--- src/rtl/core/cfir_pkg.sv ---
// Shared definitions for the complex FIR filter core: opcodes, register
// widths and the control structs passed to the tap cells and the MAC unit.
// No dependencies.
package cfir_pkg;

  localparam int CFG_W      = 11;  // tap_count register width
  localparam int COEF_IDX_W = 10;  // coefficient load index width

  // input item opcodes
  localparam logic OP_FILTER = 1'b0;
  localparam logic OP_LOAD   = 1'b1;

  // per-cell controls
  typedef struct packed {
    logic samp_adv;  // take sample from neighbor
    logic coef_adv;  // take coefficient from neighbor
    logic coef_we;   // load coefficient from write port
  } cell_ctrl_t;

  // MAC controls
  typedef struct packed {
    logic clear;   // start of a new sum
    logic tap_en;  // current tap is inside tap_count
  } mac_ctrl_t;

endpackage

--- src/rtl/core/cfir_mac.sv ---
// Complex multiply-accumulate unit with rounding and saturation of the sum.
// Registered products, then a wide accumulator. Depends on cfir_pkg.
module cfir_mac #(
  parameter int SAMPLE_BITS = 16,
  parameter int ACC_W       = 44
) (
  input  logic                          clk,
  input  logic                          rst_n,
  input  cfir_pkg::mac_ctrl_t           ctrl,
  input  logic signed [SAMPLE_BITS-1:0] sr,
  input  logic signed [SAMPLE_BITS-1:0] si,
  input  logic signed [SAMPLE_BITS-1:0] cr,
  input  logic signed [SAMPLE_BITS-1:0] ci,
  output logic signed [SAMPLE_BITS-1:0] res_re,
  output logic signed [SAMPLE_BITS-1:0] res_im,
  output logic                          clip
);

  localparam int PW = 2 * SAMPLE_BITS;
  localparam logic signed [ACC_W-1:0] ROUND = ACC_W'(1) <<< (SAMPLE_BITS - 2);
  localparam logic signed [ACC_W-1:0] HI    = (ACC_W'(1) <<< (SAMPLE_BITS - 1)) - ACC_W'(1);
  localparam logic signed [ACC_W-1:0] LO    = -HI - ACC_W'(1);

  logic signed [PW-1:0]    p_rr_r, p_ii_r, p_ri_r, p_ir_r;
  logic                    en_d1_r;
  logic signed [ACC_W-1:0] acc_re_r, acc_im_r;
  logic signed [ACC_W-1:0] rnd_re, rnd_im;
  logic                    clip_re, clip_im;

  always_ff @(posedge clk) begin
    if (!rst_n) begin
      en_d1_r <= 1'b0;
    end else begin
      en_d1_r <= ctrl.tap_en;
    end
  end

  always_ff @(posedge clk) begin
    p_rr_r <= PW'(sr) * PW'(cr);
    p_ii_r <= PW'(si) * PW'(ci);
    p_ri_r <= PW'(sr) * PW'(ci);
    p_ir_r <= PW'(si) * PW'(cr);
  end

  always_ff @(posedge clk) begin
    if (ctrl.clear) begin
      acc_re_r <= '0;
      acc_im_r <= '0;
    end else if (en_d1_r) begin
      acc_re_r <= acc_re_r + ACC_W'(p_rr_r) - ACC_W'(p_ii_r);
      acc_im_r <= acc_im_r + ACC_W'(p_ri_r) + ACC_W'(p_ir_r);
    end
  end

  // round half up, floor shift back to Q1.x
  assign rnd_re = (acc_re_r + ROUND) >>> (SAMPLE_BITS - 1);
  assign rnd_im = (acc_im_r + ROUND) >>> (SAMPLE_BITS - 1);

  always_comb begin
    clip_re = 1'b1;
    clip_im = 1'b1;
    if (rnd_re > HI)      res_re = HI[SAMPLE_BITS-1:0];
    else if (rnd_re < LO) res_re = LO[SAMPLE_BITS-1:0];
    else begin
      res_re  = rnd_re[SAMPLE_BITS-1:0];
      clip_re = 1'b0;
    end
    if (rnd_im > HI)      res_im = HI[SAMPLE_BITS-1:0];
    else if (rnd_im < LO) res_im = LO[SAMPLE_BITS-1:0];
    else begin
      res_im  = rnd_im[SAMPLE_BITS-1:0];
      clip_im = 1'b0;
    end
  end

  assign clip = clip_re | clip_im;

endmodule

--- config.mk ---
export PLATFORM = sky130hd
export DESIGN_NAME = cfir_mac
export DESIGN_NICKNAME = d
export VERILOG_FILES = /design/src/rtl/core/cfir_pkg.sv /design/src/rtl/core/cfir_mac.sv
export SDC_FILE = /design/constraint.sdc
export NUM_CORES = 2
export LEC_CHECK = 0
export BUFFER_PORTS_ARGS = -buffer_cell sky130_fd_sc_hd__buf_2
export CORE_ASPECT_RATIO = 2
export CORE_MARGIN = 5
export CORE_UTILIZATION = 39
export CTS_CLUSTER_DIAMETER = 120
export DETAILED_ROUTE_END_ITERATION = 10
export MAX_ROUTING_LAYER = met4
export PLACE_DENSITY = 0.61
export SLEW_MARGIN = 30
export SYNTH_ARGS = -nofsm -noshare
export SYNTH_HDL_FRONTEND = slang
export SYNTH_SLANG_ARGS = --single-unit
--- constraint.sdc ---
create_clock -name clk -period 9.31 [get_ports clk]
set_input_delay 1.862 -clock clk [delete_from_list [all_inputs] [get_ports clk]]
set_output_delay 1.862 -clock clk [all_outputs]
set_load 0.1 [all_outputs]
==> metrics <==
status=finished clean; final setup vio count=0; crit-path cells=buf_2, nand2_1, inv_1, fa_1, fa_1, fa_1, fa_1, fa_1, inv_1, fa_1, inv_1, ha_1, and3_1, a221o_1, a31oi_1, o2bb2ai_1, a31oi_1, a21oi_1, a41o_1, o31ai_1, mux2i_1, a2111oi_0; largest net degree at the start of global routing=55; hold depth=2; CORE AREA=136000 sq um; Final TNS setup=0 ns; FF-to-FF path depth=16; worst slew pin tran=0.898 ns; Synth top area share=42.7%; Crit path top cell by count=fa_1; Final Max Tran Viols=0; EDFF count, synth=0; Vias=39400; die height=532 um; Total Wirelength=148000 um; Tcrit/Tclk final=89.5%; area delta synth->final=6.05%; total track usage=21.3%; row count=191; Slew headroom=40.0%; drt wl/cell=19.3 um; Remaining Overflow, GRT=0; f_max=0.120 GHz; initial core utilization=39.3%; RR Startpoint=p_rr_r[5]$_DFF_P_; ys async rst share=0%; RSZ-0062 raised after global routing=false; layout cells sized above 1=4.12%; Tmin final=8.33 ns; Max Clock Skew=0.0362 ns; kind of end point of the critical path=flop; top cells by area, synth=fa_1 43%, ha_1 9.8%, inv_1 9.8%; met2 usage=39.8%; Hold Path End=acc_re_r[1]$_SDFFE_PP0P_; synth warn=0; CP arrival=8.78 ns; met1 usage=21.2%; Syn Area/Cell=8.96 sq um; Yosys reg bits=217; syn_nets=7556; FF-to-FF End=acc_re_r[35]$_SDFFE_PP0P_; internal reg-to-reg setup slack=4.82 ns; router iterations before antenna repair=6; DIE AREA=144000 sq um; CTS buffer count=25; Iteration-0 DRC Markers=1958; root buffer cell=clkbuf_16; register area share after synthesis=8.17%; critical path launch point type=input port; Layout Nets=7503; Mapped Area=53200 sq um; Synth cell types=84; grt peak-use layer=met2; CP max FO=32; vias in the first global route=43700; I/O pins=101; Crit path required time=9.76 ns; Max Root-Sink Buffers=3; CTS tree=done; H-tree Lvls=1; Syn Inst Count=5935; Post-CTS Resized=0; Port-buffer cells=100; DP Wirelength=124000 um; Top FF cell, synth=dfxtp_1; critical path's slowest cell=fa_1; max cap viols=0; cts-stage hold buffer count=0; Crit Path Category=in2reg; post-CTS setup repair buffer count=0; DRT antenna net count=0; CTS clk-pin slew, worst paths=0.08 ns; Worst Path Buf+Inv=4; max incr delay on CP=0.57 ns; DRC violations left=0; die width=271 um; first-pass GRT wire length=235000 um; Vias/cell=5.15; clk sink count=217; area leader, netlist=fa_1; delay-heaviest family, CP=adder cells; Worst Hold Class=reg2reg; Hold Vio Cnt, Final=0; initial antenna violation count=18; clk_lat worst skew=0.63 ns; GR Layer Usage met3=1.94%; hold_sp=acc_re_r[1]$_SDFFE_PP0P_; Final GP Congestion=0.888
-- tightest hold or removal path, cell delays in order, from the launching register on --
cell and delay [ns]:
dfxtp_1 0.32, nor2_1 0.08, a211oi_1 0.04
-- worst max path at each step --
stage	endpoint	depth (start not counted)	startpoint
CTS	p_rr_r[31]$_DFF_P_	22	cr[1]
detailed placement	p_rr_r[31]$_DFF_P_	22	cr[1]
floorplan	p_rr_r[31]$_DFF_P_	22	sr[15]
global route	p_rr_r[31]$_DFF_P_	22	cr[1]
global placement	p_ri_r[29]$_DFF_P_	23	sr[7]
finish	p_rr_r[31]$_DFF_P_	22	cr[1]
-- flip-flops by register name (all words and copies together), names as in the netlist --
name,flops
acc_re_r,44
acc_im_r,44
p_ri_r,32
p_ir_r,32
p_ii_r,32
en_d1_r,1
p_rr_r,32
-- layout by cell type (no fill, tap or decap), drive strengths merged, types with 20 or more instances in the layout --
cell and n:
xor2 62, dfxtp 217, xnor2 191, clkbuf 28, inv 1389, and2 523, nor3 47, and3 41
a31oi 31, nand2b 37, nand3 62, a21oi 181, buf 166, nand4 29, a21o 75, o21a 28
o21ai 119, mux2i 44, nor2 228, o21bai 20, nand2 578, a211oi 32, fa 1135, ha 418
-- per-layer routing --
metal,vias to the layer above,wire (um)
li1,17900,-
met1,20300,50100
met2,881,80800
met3,345,5220
met4,0,11400
met5,-,0
-- metrics by stage --
stage | std cells | worst slack (ns) | util, % | cell area, sq um | hold slack, ns
floorplan | 5935 | 1.52 | - | 53200 | 0.454
detailed placement | 7592 | 0.429 | 40.9 | 55500 | 0.470
global route | 7653 | 0.636 | 41.6 | 56400 | 0.501
global placement | 7592 | 0.632 | 40.9 | 55500 | 0.465
finish | 7654 | 0.979 | 41.6 | 56400 | 0.482
CTS | 7638 | 1.06 | 41.6 | 56400 | 0.483
-- logic make-up (layout without fill, tap and decap cells) --
family	after synthesis	after routing	synth area share (%)
adders and majority gates	1553	1553	52.5
other	0	16	0
muxes	45	45	0.849
buffers and inverters	1632	1598	11.5
DFF	217	217	8.17
and+or+nand+nor	1624	1624	15.4
xor gates and xnor gates	253	253	4.17
AOI/OAI and AO/OA	611	611	7.38
-- synthesized netlist by cell type, types with 10 or more instances --
library cell / n
nor3_1: 45
xnor2_1: 191
a211oi_1: 32
o21ai_0: 105
nand3_1: 62
o21bai_1: 20
and3_1: 40
o21ai_1: 14
a21oi_1: 180
or3_1: 16
a31oi_1: 31
fa_1: 1135
dfxtp_1: 217
mux2i_1: 44
a21boi_0: 10
clkbuf_1: 232
xor2_1: 62
and4_1: 10
o21a_1: 28
o31ai_1: 14
a21o_1: 75
inv_1: 1385
nor2_1: 228
nand2_1: 578
ha_1: 418
nand2b_1: 37
o22ai_1: 12
nor2b_1: 15
and2_1: 522
nand4_1: 25
-- area by class of cell --
| class | count | area, sq um |
|---|---|---|
| clock buffers | 28 | 668 |
| repair buffers | 166 | 1020 |
| clock inverters | 18 | 243 |
| multi-input cells | 4086 | 42700 |
| fillers | 13300 | 79100 |
| inverters | 1386 | 5200 |
| flip-flops and latches | 217 | 4350 |
| well taps | 1737 | 2170 |
| diodes | 16 | 40.0 |
Power is not shown: default switching activity piles up to over one toggle a cycle in this logic, so the estimate is an artifact.
