## src/rtl/core/cfir_pkg.sv

```systemverilog
// Shared definitions for the complex FIR filter core: opcodes, register
// widths and the control structs passed to the tap cells and the MAC unit.
// No dependencies.
package cfir_pkg;

  localparam int CFG_W      = 11;  // tap_count register width
  localparam int COEF_IDX_W = 10;  // coefficient load index width

  // input item opcodes
  localparam logic OP_FILTER = 1'b0;
  localparam logic OP_LOAD   = 1'b1;

  // per-cell controls
  typedef struct packed {
    logic samp_adv;  // take sample from neighbor
    logic coef_adv;  // take coefficient from neighbor
    logic coef_we;   // load coefficient from write port
  } cell_ctrl_t;

  // MAC controls
  typedef struct packed {
    logic clear;   // start of a new sum
    logic tap_en;  // current tap is inside tap_count
  } mac_ctrl_t;

endpackage

```

## src/rtl/core/cfir_cell.sv

```systemverilog
// One tap cell of the ring: holds one delayed sample and one coefficient
// and passes both to its neighbor on request. Depends on cfir_pkg.
module cfir_cell #(
  parameter int SAMPLE_BITS = 16
) (
  input  logic                          clk,
  input  logic                          rst_n,
  input  cfir_pkg::cell_ctrl_t          ctrl,
  input  logic signed [SAMPLE_BITS-1:0] samp_re_i,
  input  logic signed [SAMPLE_BITS-1:0] samp_im_i,
  input  logic signed [SAMPLE_BITS-1:0] coef_re_i,
  input  logic signed [SAMPLE_BITS-1:0] coef_im_i,
  input  logic signed [SAMPLE_BITS-1:0] coef_wre,
  input  logic signed [SAMPLE_BITS-1:0] coef_wim,
  output logic signed [SAMPLE_BITS-1:0] samp_re_o,
  output logic signed [SAMPLE_BITS-1:0] samp_im_o,
  output logic signed [SAMPLE_BITS-1:0] coef_re_o,
  output logic signed [SAMPLE_BITS-1:0] coef_im_o
);

  logic signed [SAMPLE_BITS-1:0] samp_re_r, samp_im_r;
  logic signed [SAMPLE_BITS-1:0] coef_re_r, coef_im_r;

  always_ff @(posedge clk) begin
    if (!rst_n) begin
      samp_re_r <= '0;
      samp_im_r <= '0;
      coef_re_r <= '0;
      coef_im_r <= '0;
    end else begin
      if (ctrl.samp_adv) begin
        samp_re_r <= samp_re_i;
        samp_im_r <= samp_im_i;
      end
      if (ctrl.coef_we) begin
        coef_re_r <= coef_wre;
        coef_im_r <= coef_wim;
      end else if (ctrl.coef_adv) begin
        coef_re_r <= coef_re_i;
        coef_im_r <= coef_im_i;
      end
    end
  end

  assign samp_re_o = samp_re_r;
  assign samp_im_o = samp_im_r;
  assign coef_re_o = coef_re_r;
  assign coef_im_o = coef_im_r;

endmodule

```

## config.mk

```make
export PLATFORM = sky130hd
export DESIGN_NAME = cfir_cell
export DESIGN_NICKNAME = d
export VERILOG_FILES = /design/src/rtl/core/cfir_pkg.sv /design/src/rtl/core/cfir_cell.sv
export SDC_FILE = /design/constraint.sdc
export NUM_CORES = 1
export LEC_CHECK = 0
export ABC_AREA = 1
export BUFFER_PORTS_ARGS = -buffer_cell sky130_fd_sc_hd__buf_2
export CORE_AREA = 8 8 86 88
export DETAILED_ROUTE_END_ITERATION = 10
export DIE_AREA = 0 0 94 96
export PLACE_DENSITY = 0.83
export SYNTH_ARGS = -nofsm -noshare
export SYNTH_HDL_FRONTEND = slang
export SYNTH_SLANG_ARGS = --single-unit
```

## constraint.sdc

```tcl
create_clock -name clk -period 1.5 [get_ports clk]
set_clock_uncertainty 0.1 [all_clocks]
set_input_delay 0.225 -clock clk [delete_from_list [all_inputs] [get_ports clk]]
set_output_delay 0.225 -clock clk [all_outputs]
set_load 0.03 [all_outputs]
```

==> qor.csv, run 1 <==
stage,metric,value,unit
worst_setup_path,r2r-end,samp_re_o[0],
hold_path,hold_path_end,samp_re_o[3],
power_and_ir_drop,power_frac_comb,0.182,
floorplan,fp-row-count,29,
floorplan,core-area,6100,um^2
timing,rsz0062_at_grt,false,
synthesis,syn_nets,483,
floorplan,io_pins,165,
worst_setup_path,critPathBufInv,1,
global_routing,antenna_found_initial,0,
timing,fmax,0.818,GHz
global_routing,grt_usage,0.177,
worst_setup_path,rrSetupSlack,0.74,ns
clock_tree,clk_latency,0.32,ns
placement,dp_hpwl,6120,um
power_and_ir_drop,finalPower,4.41,mW
worst_setup_path,worst-endpoint-required,1.17,ns
global_routing,grt_pass1_wl,12800,um
drt,first_pass_iters,4,
floorplan,die-height,96,um
clock_tree,cts.sinks,64,
worst_setup_path,crit_path_cell_trace,buf_2,
drt,vias_per_cell,4.71,
hold_path,min_path_cells,3,
drt,wirelength,8050,um
worst_setup_path,crit_family,flip-flops,
power_and_ir_drop,power_switching,1.22,mW
timing,maxSlewViolCount,0,
synthesis,synth_cell_types,14,
cells_and_area,fillers,535,
power_and_ir_drop,p_sw_frac,0.276,
clock_tree,cts_root_buf,clkbuf_8,
synthesis,ys_seq_elements,64,
cells_and_area,final_cell_mix,"buf_2 (164), nand2_1 (96), nor2_1 (64), nand3_1 (64), dfxtp_1 (64)",
worst_setup_path,crit-reg2reg-launch,samp_re_o[0],
worst_setup_path,endpoint_kind,primary output,
power_and_ir_drop,vdd_ir_drop_max,0.000727,V
worst_setup_path,cp_max_fo,2,
cells_and_area,num_antenna_cells,0,
floorplan,die_x,94,um
timing,layout_min_cycle_time,1.22,ns
placement,gp_congestion,0.832,
worst_setup_path,path_depth,1,
synthesis,ys_seq_area_frac,0.479,
timing,relSlewSlack,0.651,
worst_setup_path,crit_type,reg2out,
flow_run,maxCapViolations,0,
cells_and_area,final_common_cell,buf_2,
clock_tree,cts_tree,yes,
hold_path,min_from,samp_re_i[3],
cells_and_area,stdcell_count,621,
cells_and_area,final_nets,640,
drt,post_drt_wl_per_cell,13.0,um
synthesis,yosys_warnings,0,
cells_and_area,post-route-util,0.613,
synthesis,synth_area,2670,um^2
timing,worst_slew_pin_slew,0.523,ns
worst_setup_path,crit_path_top_delay_cell,dfxtp_1,
power_and_ir_drop,p_per_area,1180,nW/um^2
floorplan,start_util,0.438,
global_routing,grt_max_degree,35,
status,status,completed,
synthesis,netlist_instances,382,
drt,route.detailed.drc,0,
placement,placed_area,3480,um^2
timing,fin_crit_sh,0.815,
worst_setup_path,slowest_delay,0.35,ns
clock_tree,clk_pin_slew,0.07,ns
clock_tree,clockBufferDepth,2,
clock_tree,cts_max_level,3,
global_routing,overflow,0,
power_and_ir_drop,pwr-share-seq,0.424,
worst_setup_path,reg2regPathDepth,2,
drt,first_iter_violations,124,
power_and_ir_drop,p_int,3.19,mW
drt,ant_nets,0,
clock_tree,numCtsBuffers,9,
cells_and_area,design_area,3730,um^2
floorplan,die-area,9020,um^2
placement,io_buffer_count,164,
cells_and_area,drive_above_1_share,0.346,
worst_setup_path,cp-start-kind,register,
cells_and_area,area_growth,39.7,%
global_routing,grt_pass1_vias,2900,
timing,finalHoldViolations,0,
worst_setup_path,worstPathArrival,0.90,ns
hold_path,min_path_type,in2reg,
synthesis,avgSynthCellArea,7.00,um^2
power_and_ir_drop,clkPwrFrac,0.394,
drt,num_vias,2926,
timing,setup_tns,0,ns
timing,setup_viol,0,
placement,dpl.cell_count,603,
power_and_ir_drop,p_leak,2.18,nW
synthesized netlist by cell type:
library cell  instances  area share
nor2_8                1      0.0075
nor2_1               64       0.090
buf_6                 4       0.017
inv_2                 1      0.0014
o21ai_0              32       0.060
clkbuf_1              5      0.0070
buf_2                 9       0.017
buf_1                 3      0.0042
nand3_1              64        0.12
inv_1                33       0.046
dfxtp_1              64        0.48
clkbuf_2              1      0.0019
nand2_1              96        0.13
buf_4                 5       0.014
power by group through the flow:
stage / clock network (mW) / logic, mW / registers (mW)
2_1_floorplan: 0 / 0.282 / 2.13
3_3_place_gp: 0 / 0.792 / 1.90
3_5_place_dp: 0 / 0.806 / 1.90
4_1_cts: 1.77 / 0.812 / 1.87
5_1_grt: 1.88 / 0.886 / 1.88
6_report: 1.74 / 0.805 / 1.87
timing repair:
action	4_1_cts	5_1_grt
resized for setup	0	0
endpoints found under the hold margin	2	0
hold buffers	2	0
setup buffers	0	0
worst max path at each step:
stage / to / from / slack [ns]
floorplan: coef_im_o[10] / ctrl[1] / 0.53
global placement: coef_re_o[8] / ctrl[0] / 0.22
detailed placement: coef_re_o[15] / ctrl[0] / 0.14
CTS: coef_re_o[5] / coef_re_o[5] / 0.26
global route: coef_re_o[5] / coef_re_o[5] / 0.24
finish: coef_re_o[5] / coef_re_o[5] / 0.28
logic make-up after synthesis:
kind of cell | count (synthesis) | synth area share
flip-flops | 64 | 0.479
AND/OR/NAND/NOR | 225 | 0.352
AO/OA/AOI/OAI | 32 | 0.0599
buffers and inverters | 61 | 0.109
through the flow:
stage                     worst slack, ns  hold slack, ns
after floorplan                     0.530           0.260
after global placement              0.217           0.346
after detailed placement            0.145           0.354
after CTS                           0.265         0.00140
after global routing                0.236         0.00535
final                               0.278          0.0148
area by class of cell:
cell class | count | area, um^2 | area share
multi-input combinational | 257 | 1100 | 0.295
clock inverter | 6 | 108 | 0.0288
inverter | 34 | 128 | 0.0342
sequential | 64 | 1280 | 0.343
tap | 77 | 96.3 | 0.0258
timing repair buffer | 173 | 893 | 0.239
clock buffer | 10 | 128 | 0.0342
per-layer routing:
layer,vias to the layer above,track usage,part of all wire
met1,1274,0.189,0.39
met5,-,0,0
met2,139,0.286,0.44
met3,13,0.0920,0.15
li1,1500,-,-
met4,0,0.0859,0.019
flip-flops by register name (all words and copies together) (netlist names):
signal	flops
coef_im_o	16
samp_re_o	16
samp_im_o	16
coef_re_o	16
Note: power is estimated with default switching activity, not from simulation.
==> inputs of run 2 (changes only) <==
--- a/config.mk
+++ b/config.mk
@@ -7,10 +7,10 @@
 export LEC_CHECK = 0
 export ABC_AREA = 1
 export BUFFER_PORTS_ARGS = -buffer_cell sky130_fd_sc_hd__buf_2
-export CORE_AREA = 8 8 86 88
+export CORE_AREA = 8 8 88 90
 export DETAILED_ROUTE_END_ITERATION = 10
-export DIE_AREA = 0 0 94 96
-export PLACE_DENSITY = 0.83
+export DIE_AREA = 0 0 96 98
+export PLACE_DENSITY = 0.79
 export SYNTH_ARGS = -nofsm -noshare
 export SYNTH_HDL_FRONTEND = slang
 export SYNTH_SLANG_ARGS = --single-unit
==> constraint.sdc (replaced) <==
create_clock -name clk -period 1.2 [get_ports clk]
set_clock_uncertainty 0.1 [all_clocks]
set_input_delay 0.18 -clock clk [delete_from_list [all_inputs] [get_ports clk]]
set_output_delay 0.18 -clock clk [all_outputs]
set_load 0.03 [all_outputs]
==> run 2 against run 1 <==
Against the previous run: wire length is 15% higher; clock power is 20% higher; setup slack worse by 0.26 ns; largest cell class is now non-clock buffers.
==> qor.csv, run 2 (synthesized netlist as in run 1, its figures left out) <==
stage,metric,value,unit
status,status,completed,
placement,placed_area,3580,um^2
timing,maxSlewViolCount,0,
global_routing,grt_usage,0.188,
cells_and_area,stdcell_count,659,
worst_setup_path,worstPathArrival,0.90,ns
worst_setup_path,reg2regPathDepth,2,
clock_tree,cts.sinks,64,
worst_setup_path,crit-reg2reg-launch,samp_im_o[8],
flow_run,maxCapViolations,0,
cells_and_area,area_growth,55.9,%
global_routing,grt_pass1_vias,3081,
timing,setup_viol,0,
clock_tree,clk_latency,0.32,ns
worst_setup_path,crit_path_top_delay_cell,dfxtp_1,
floorplan,io_pins,165,
clock_tree,cts_tree,yes,
worst_setup_path,crit_family,flip-flops,
floorplan,die_x,96,um
cells_and_area,regArea,1280,um^2
worst_setup_path,slowest_delay,0.36,ns
floorplan,die-area,9410,um^2
global_routing,grt_pass1_wl,14300,um
clock_tree,cts_max_level,3,
cells_and_area,drive_above_1_share,0.333,
clock_tree,cts_root_buf,clkbuf_8,
floorplan,die-height,98,um
timing,finalHoldViolations,0,
placement,dpl.cell_count,609,
drt,post_drt_wl_per_cell,14.1,um
worst_setup_path,crit_path_cell_trace,buf_2,
worst_setup_path,rrSetupSlack,0.33,ns
worst_setup_path,crit_start,samp_im_o[8],
timing,fmax,0.845,GHz
floorplan,core-area,6490,um^2
drt,first_iter_violations,137,
drt,vias_per_cell,4.77,
clock_tree,clk_pin_slew,0.08,ns
cells_and_area,final_nets,673,
cells_and_area,final_common_cell,buf_2,
placement,dp_hpwl,6230,um
drt,route.detailed.drc,0,
hold_path,min_path_type,in2reg,
global_routing,overflow,0,
drt,num_vias,3143,
placement,gp_congestion,0.839,
cells_and_area,design_area,4170,um^2
drt,first_pass_iters,4,
power_and_ir_drop,vdd_ir_drop_max,0.00116,V
cells_and_area,multiInputGateArea,1100,um^2
cells_and_area,fillers,551,
timing,layout_min_cycle_time,1.18,ns
global_routing,grt_max_degree,34,
global_routing,antenna_found_initial,2,
floorplan,start_util,0.412,
worst_setup_path,critPathBufInv,1,
timing,final.setup.worst_slack,0.0172,ns
worst_setup_path,endpoint_kind,primary output,
drt,ant_nets,0,
clock_tree,clockBufferDepth,2,
timing,fin_crit_sh,0.986,
placement,dp_slack,-0.0117,ns
worst_setup_path,setup.worst_path.end,samp_im_o[8],
drt,wirelength,9300,um
clock_tree,numCtsBuffers,9,
worst_setup_path,cp-start-kind,register,
worst_setup_path,path_depth,1,
worst_setup_path,r2r-end,samp_im_o[8],
power_and_ir_drop,finalPower,5.59,mW
power_and_ir_drop,p_per_area,1340,nW/um^2
timing,worst_slew_pin_slew,0.511,ns
placement,io_buffer_count,164,
worst_setup_path,worst-endpoint-required,0.92,ns
cells_and_area,final_cell_mix,"buf_2 (152), nand2_1 (96), nor2_1 (64), nand3_1 (64), dfxtp_1 (64)",
power_and_ir_drop,p_leak,2.35,nW
timing,setup_tns,0,ns
worst_setup_path,crit_type,reg2out,
worst_setup_path,cp_max_fo,2,
timing,relSlewSlack,0.659,
floorplan,fp-row-count,30,
==> run 2: what timing repair did <==
| action | CTS | global route |
|---|---|---|
| hold buffers | 32 | 0 |
| setup endpoints to repair | 0 | 12 |
| resized for setup | 0 | 13 |
| hold endpoints to repair | 32 | 0 |
| buffers inserted | 0 | 0 |
==> run 2: per-layer routing <==
layer | vias up | global-route usage | routed length (um)
li1 | 1570 | - | -
met1 | 1391 | 0.202 | 3430
met2 | 166 | 0.311 | 4430
met3 | 16 | 0.0744 | 1280
met4 | 0 | 0.0840 | 161
met5 | - | 0 | 0
==> run 2: layout make-up <==
class                           instances  area share
Sequential cell                        64       0.308
Tap cell                               80      0.0240
Clock buffer                           11      0.0363
Timing Repair Buffer                  206       0.317
Clock inverter                          5      0.0189
Multi-Input combinational cell        257       0.264
Antenna cell                            2     0.00120
Inverter                               34      0.0306
==> run 2: how the worst min path moves through the flow <==
stage	startpoint	to	depth (start not counted)	slack (ns)
final	coef_wim[12]	coef_im_o[12]	5	0.04
after global routing	coef_wim[13]	coef_im_o[13]	5	0.04
after CTS	coef_wim[12]	coef_im_o[12]	5	0.03
after detailed placement	samp_im_i[10]	samp_im_o[10]	3	0.31
after global placement	samp_re_i[4]	samp_re_o[4]	3	0.30
after floorplan	samp_im_i[15]	samp_im_o[15]	2	0.21
==> run 2: tightest hold or removal path, cell delays in order <==
cell     delay (ns)
buf_2          0.08
nand2_1        0.04
nand3_1        0.07
nand2_1        0.04
inv_1          0.04
==> run 2: report_power, final <==
part	switching [mW]	internal, mW	total [mW]
Sequential	0.0707	2.27	2.34
Combinational	0.692	0.460	1.15
Clock	0.815	1.28	2.09
==> run 2: per-stage QoR <==
stage           util  hold WS (ns)
6_report       0.642        0.0400
5_1_grt        0.642        0.0418
4_1_cts        0.636        0.0316
3_5_place_dp   0.551         0.307
3_3_place_gp   0.551         0.300
2_1_floorplan      -         0.215
==> inputs of run 3 (changes only) <==
--- a/config.mk
+++ b/config.mk
@@ -5,12 +5,12 @@
 export SDC_FILE = /design/constraint.sdc
 export NUM_CORES = 1
 export LEC_CHECK = 0
-export ABC_AREA = 1
 export BUFFER_PORTS_ARGS = -buffer_cell sky130_fd_sc_hd__buf_2
-export CORE_AREA = 8 8 88 90
+export CORE_AREA = 8 8 92 94
 export DETAILED_ROUTE_END_ITERATION = 10
-export DIE_AREA = 0 0 96 98
-export PLACE_DENSITY = 0.79
+export DIE_AREA = 0 0 100 102
+export PLACE_DENSITY = 0.77
 export SYNTH_ARGS = -nofsm -noshare
 export SYNTH_HDL_FRONTEND = slang
 export SYNTH_SLANG_ARGS = --single-unit
+export TNS_END_PERCENT = 1
==> run 3 against run 2 <==
Against the previous run: critical path depth unchanged; sequential power about the same; register-to-register slack got worse by 0.13 ns; fmax increased by 0.56%; first-iteration DRC count decreased by 55%; via count decreased by 20%; count of clock-buffer cells in the layout decreased by 1; power increased by 6.3%; largest cell class is now multi-input gates; largest power group unchanged; synthesized cell count decreased by 36%; sequential cell count unchanged; area after synthesis increased by 11%.
==> qor.csv, run 3 <==
stage,metric,value,unit
status,status,completed,
floorplan,fp-row-count,31,
placement,dp_hpwl,5990,um
global_routing,grt_pass1_wl,13300,um
clock_tree,cts_tree,yes,
clock_tree,numCtsBuffers,9,
placement,gp_congestion,0.730,
timing,finalHoldViolations,0,
synthesis,synth_top_area_cell,dfxtp_1,
timing,setup_tns,0,ns
cells_and_area,final_nets,525,
hold_path,min_from,samp_im_i[0],
timing,relSlewSlack,0.837,
worst_setup_path,crit_family,flip-flops,
cells_and_area,final_common_cell,buf_2,
synthesis,avgSynthCellArea,12.1,um^2
clock_tree,clk_latency,0.33,ns
floorplan,die-area,10200,um^2
drt,ant_nets,0,
worst_setup_path,crit_type,reg2out,
timing,worst_slew_pin_slew,0.244,ns
drt,num_vias,2505,
synthesis,ys_seq_area_frac,0.431,
synthesis,synth_most_common_cell,dfxtp_1,
floorplan,die-height,102,um
worst_setup_path,crit_start,samp_im_o[13],
synthesis,synth_common_cells,"dfxtp_1 (64), mux2i_1 (32), nor2b_1 (32), o211a_1 (32), mux2_4 (30)",
synthesis,synth_top_flop_cell,dfxtp_1,
drt,vias_per_cell,4.74,
drt,first_pass_iters,4,
placement,dp_slack,-0.0714,ns
global_routing,grt_usage,0.163,
synthesis,synth_edf_count,0,
worst_setup_path,crit_path_top_delay_cell,dfxtp_1,
drt,post_drt_wl_per_cell,16.1,um
timing,layout_min_cycle_time,1.18,ns
synthesis,synth_cell_types,13,
power_and_ir_drop,p_per_area,1340,nW/um^2
clock_tree,cts.sinks,64,
worst_setup_path,slowest_delay,0.34,ns
synthesis,syn_nets,346,
worst_setup_path,endpoint_kind,primary output,
placement,io_buffer_count,164,
hold_path,min_path_type,in2reg,
timing,maxSlewViolCount,0,
synthesis,synth_area_leaders,"dfxtp_1 (43%), mux2_4 (15%), mux2i_1 (11%), o211a_1 (11%), nor2b_1 (6.7%)",
synthesis,yosys_warnings,0,
worst_setup_path,worst-endpoint-required,0.92,ns
clock_tree,cts_root_buf,clkbuf_8,
clock_tree,clockBufferDepth,2,
worst_setup_path,worstPathArrival,0.90,ns
timing,rsz0062_at_grt,true,
floorplan,die_x,100,um
power_and_ir_drop,p_leak,2.44,nW
timing,final.setup.worst_slack,0.0237,ns
drt,wirelength,8490,um
clock_tree,clk_pin_slew,0.08,ns
cells_and_area,drive_above_1_share,0.510,
timing,fmax,0.850,GHz
global_routing,overflow,0,
worst_setup_path,crit-reg2reg-launch,coef_re_o[4],
clock_tree,cts_max_level,3,
cells_and_area,num_antenna_cells,0,
power_and_ir_drop,clkPwrFrac,0.393,
cells_and_area,area_growth,49.1,%
worst_setup_path,crit_path_cell_trace,buf_2,
global_routing,grt_pass1_vias,2708,
synthesis,netlist_instances,245,
power_and_ir_drop,p_int,4.35,mW
power_and_ir_drop,vdd_ir_drop_max,0.000771,V
synthesis,synth_area,2970,um^2
synthesis,synthArstFlopShare,0,
floorplan,core-area,7060,um^2
power_and_ir_drop,power_frac_comb,0.211,
synthesis,ys_seq_elements,64,
flow_run,maxCapViolations,0,
global_routing,antenna_found_initial,0,
cells_and_area,final_cell_mix,"buf_2 (123), dfxtp_1 (64), mux2i_1 (32), nor2b_1 (32), o211a_1 (32)",
synthesis,yosys.area.top_type_share,0.431,
power_and_ir_drop,p_sw_frac,0.267,
worst_setup_path,cp_max_fo,2,
drt,first_iter_violations,61,
power_and_ir_drop,power_switching,1.59,mW
timing,fin_crit_sh,0.980,
worst_setup_path,cp-start-kind,register,
floorplan,start_util,0.421,
drt,route.detailed.drc,0,
timing,setup_viol,0,
placement,dpl.cell_count,494,
power_and_ir_drop,pwr-share-seq,0.396,
cells_and_area,stdcell_count,528,
floorplan,io_pins,165,
worst_setup_path,critPathBufInv,1,
cells_and_area,fillers,601,
global_routing,grt_max_degree,65,
[run 3: kinds of logic after synthesis]
family	share of synthesized area
DFF	0.431
and+or+nand+nor	0.143
muxes	0.267
buffers and inverters	0.0513
AOI/OAI and AO/OA	0.108
[run 3: power groups by stage]
stage	sequential [mW]	combinational (mW)	clock, mW
2_1_floorplan	2.67	0.488	0
3_3_place_gp	2.38	1.14	0
3_5_place_dp	2.39	1.17	0
4_1_cts	2.34	1.22	2.39
5_1_grt	2.37	1.34	2.49
6_report	2.35	1.26	2.33
[run 3: path summary, 6_finish.rpt]
kind / endpoint / cells after the start / slack, ns
min: samp_im_o[0] / 3 / 0.01
max reg2reg: coef_re_o[4] / 2 / 0.20
max: samp_im_o[13] / 1 / 0.02
min reg2reg: samp_re_o[10] / 2 / 0.41
[run 3: layout make-up]
cell class	instances	area (um^2)	area share
Clock buffer	10	138	0.0310
Clock inverter	6	115	0.0260
Multi-Input combinational cell	160	1540	0.347
Sequential cell	64	1280	0.289
Tap cell	99	124	0.0279
Timing Repair Buffer	189	1230	0.279
[run 3: timing repair]
action / CTS / global route
buffers inserted: 0 / 0
setup endpoints to repair: 0 / 43
gates resized for setup: 0 / 67
endpoints found under the hold margin: 18 / 0
hold buffers: 18 / 0
[run 3: routing by layer]
layer,wire length [um],global-route usage,part of all wire
met1,3450,0.175,0.41
met2,4160,0.277,0.49
met3,763,0.0736,0.090
met4,119,0.0628,0.014
met5,0,0,0
[run 3: metrics by stage]
step                      power (mW)  area [um^2]   util  hold WS [ns]
after floorplan                 3.16         2970      -         0.249
after global placement          3.52         3890  0.552         0.339
after detailed placement        3.56         3890  0.552         0.349
after CTS                       5.95         4330  0.613     0.0000735
after global routing            6.19         4430  0.628       0.00726
final                           5.94         4430  0.628        0.0131
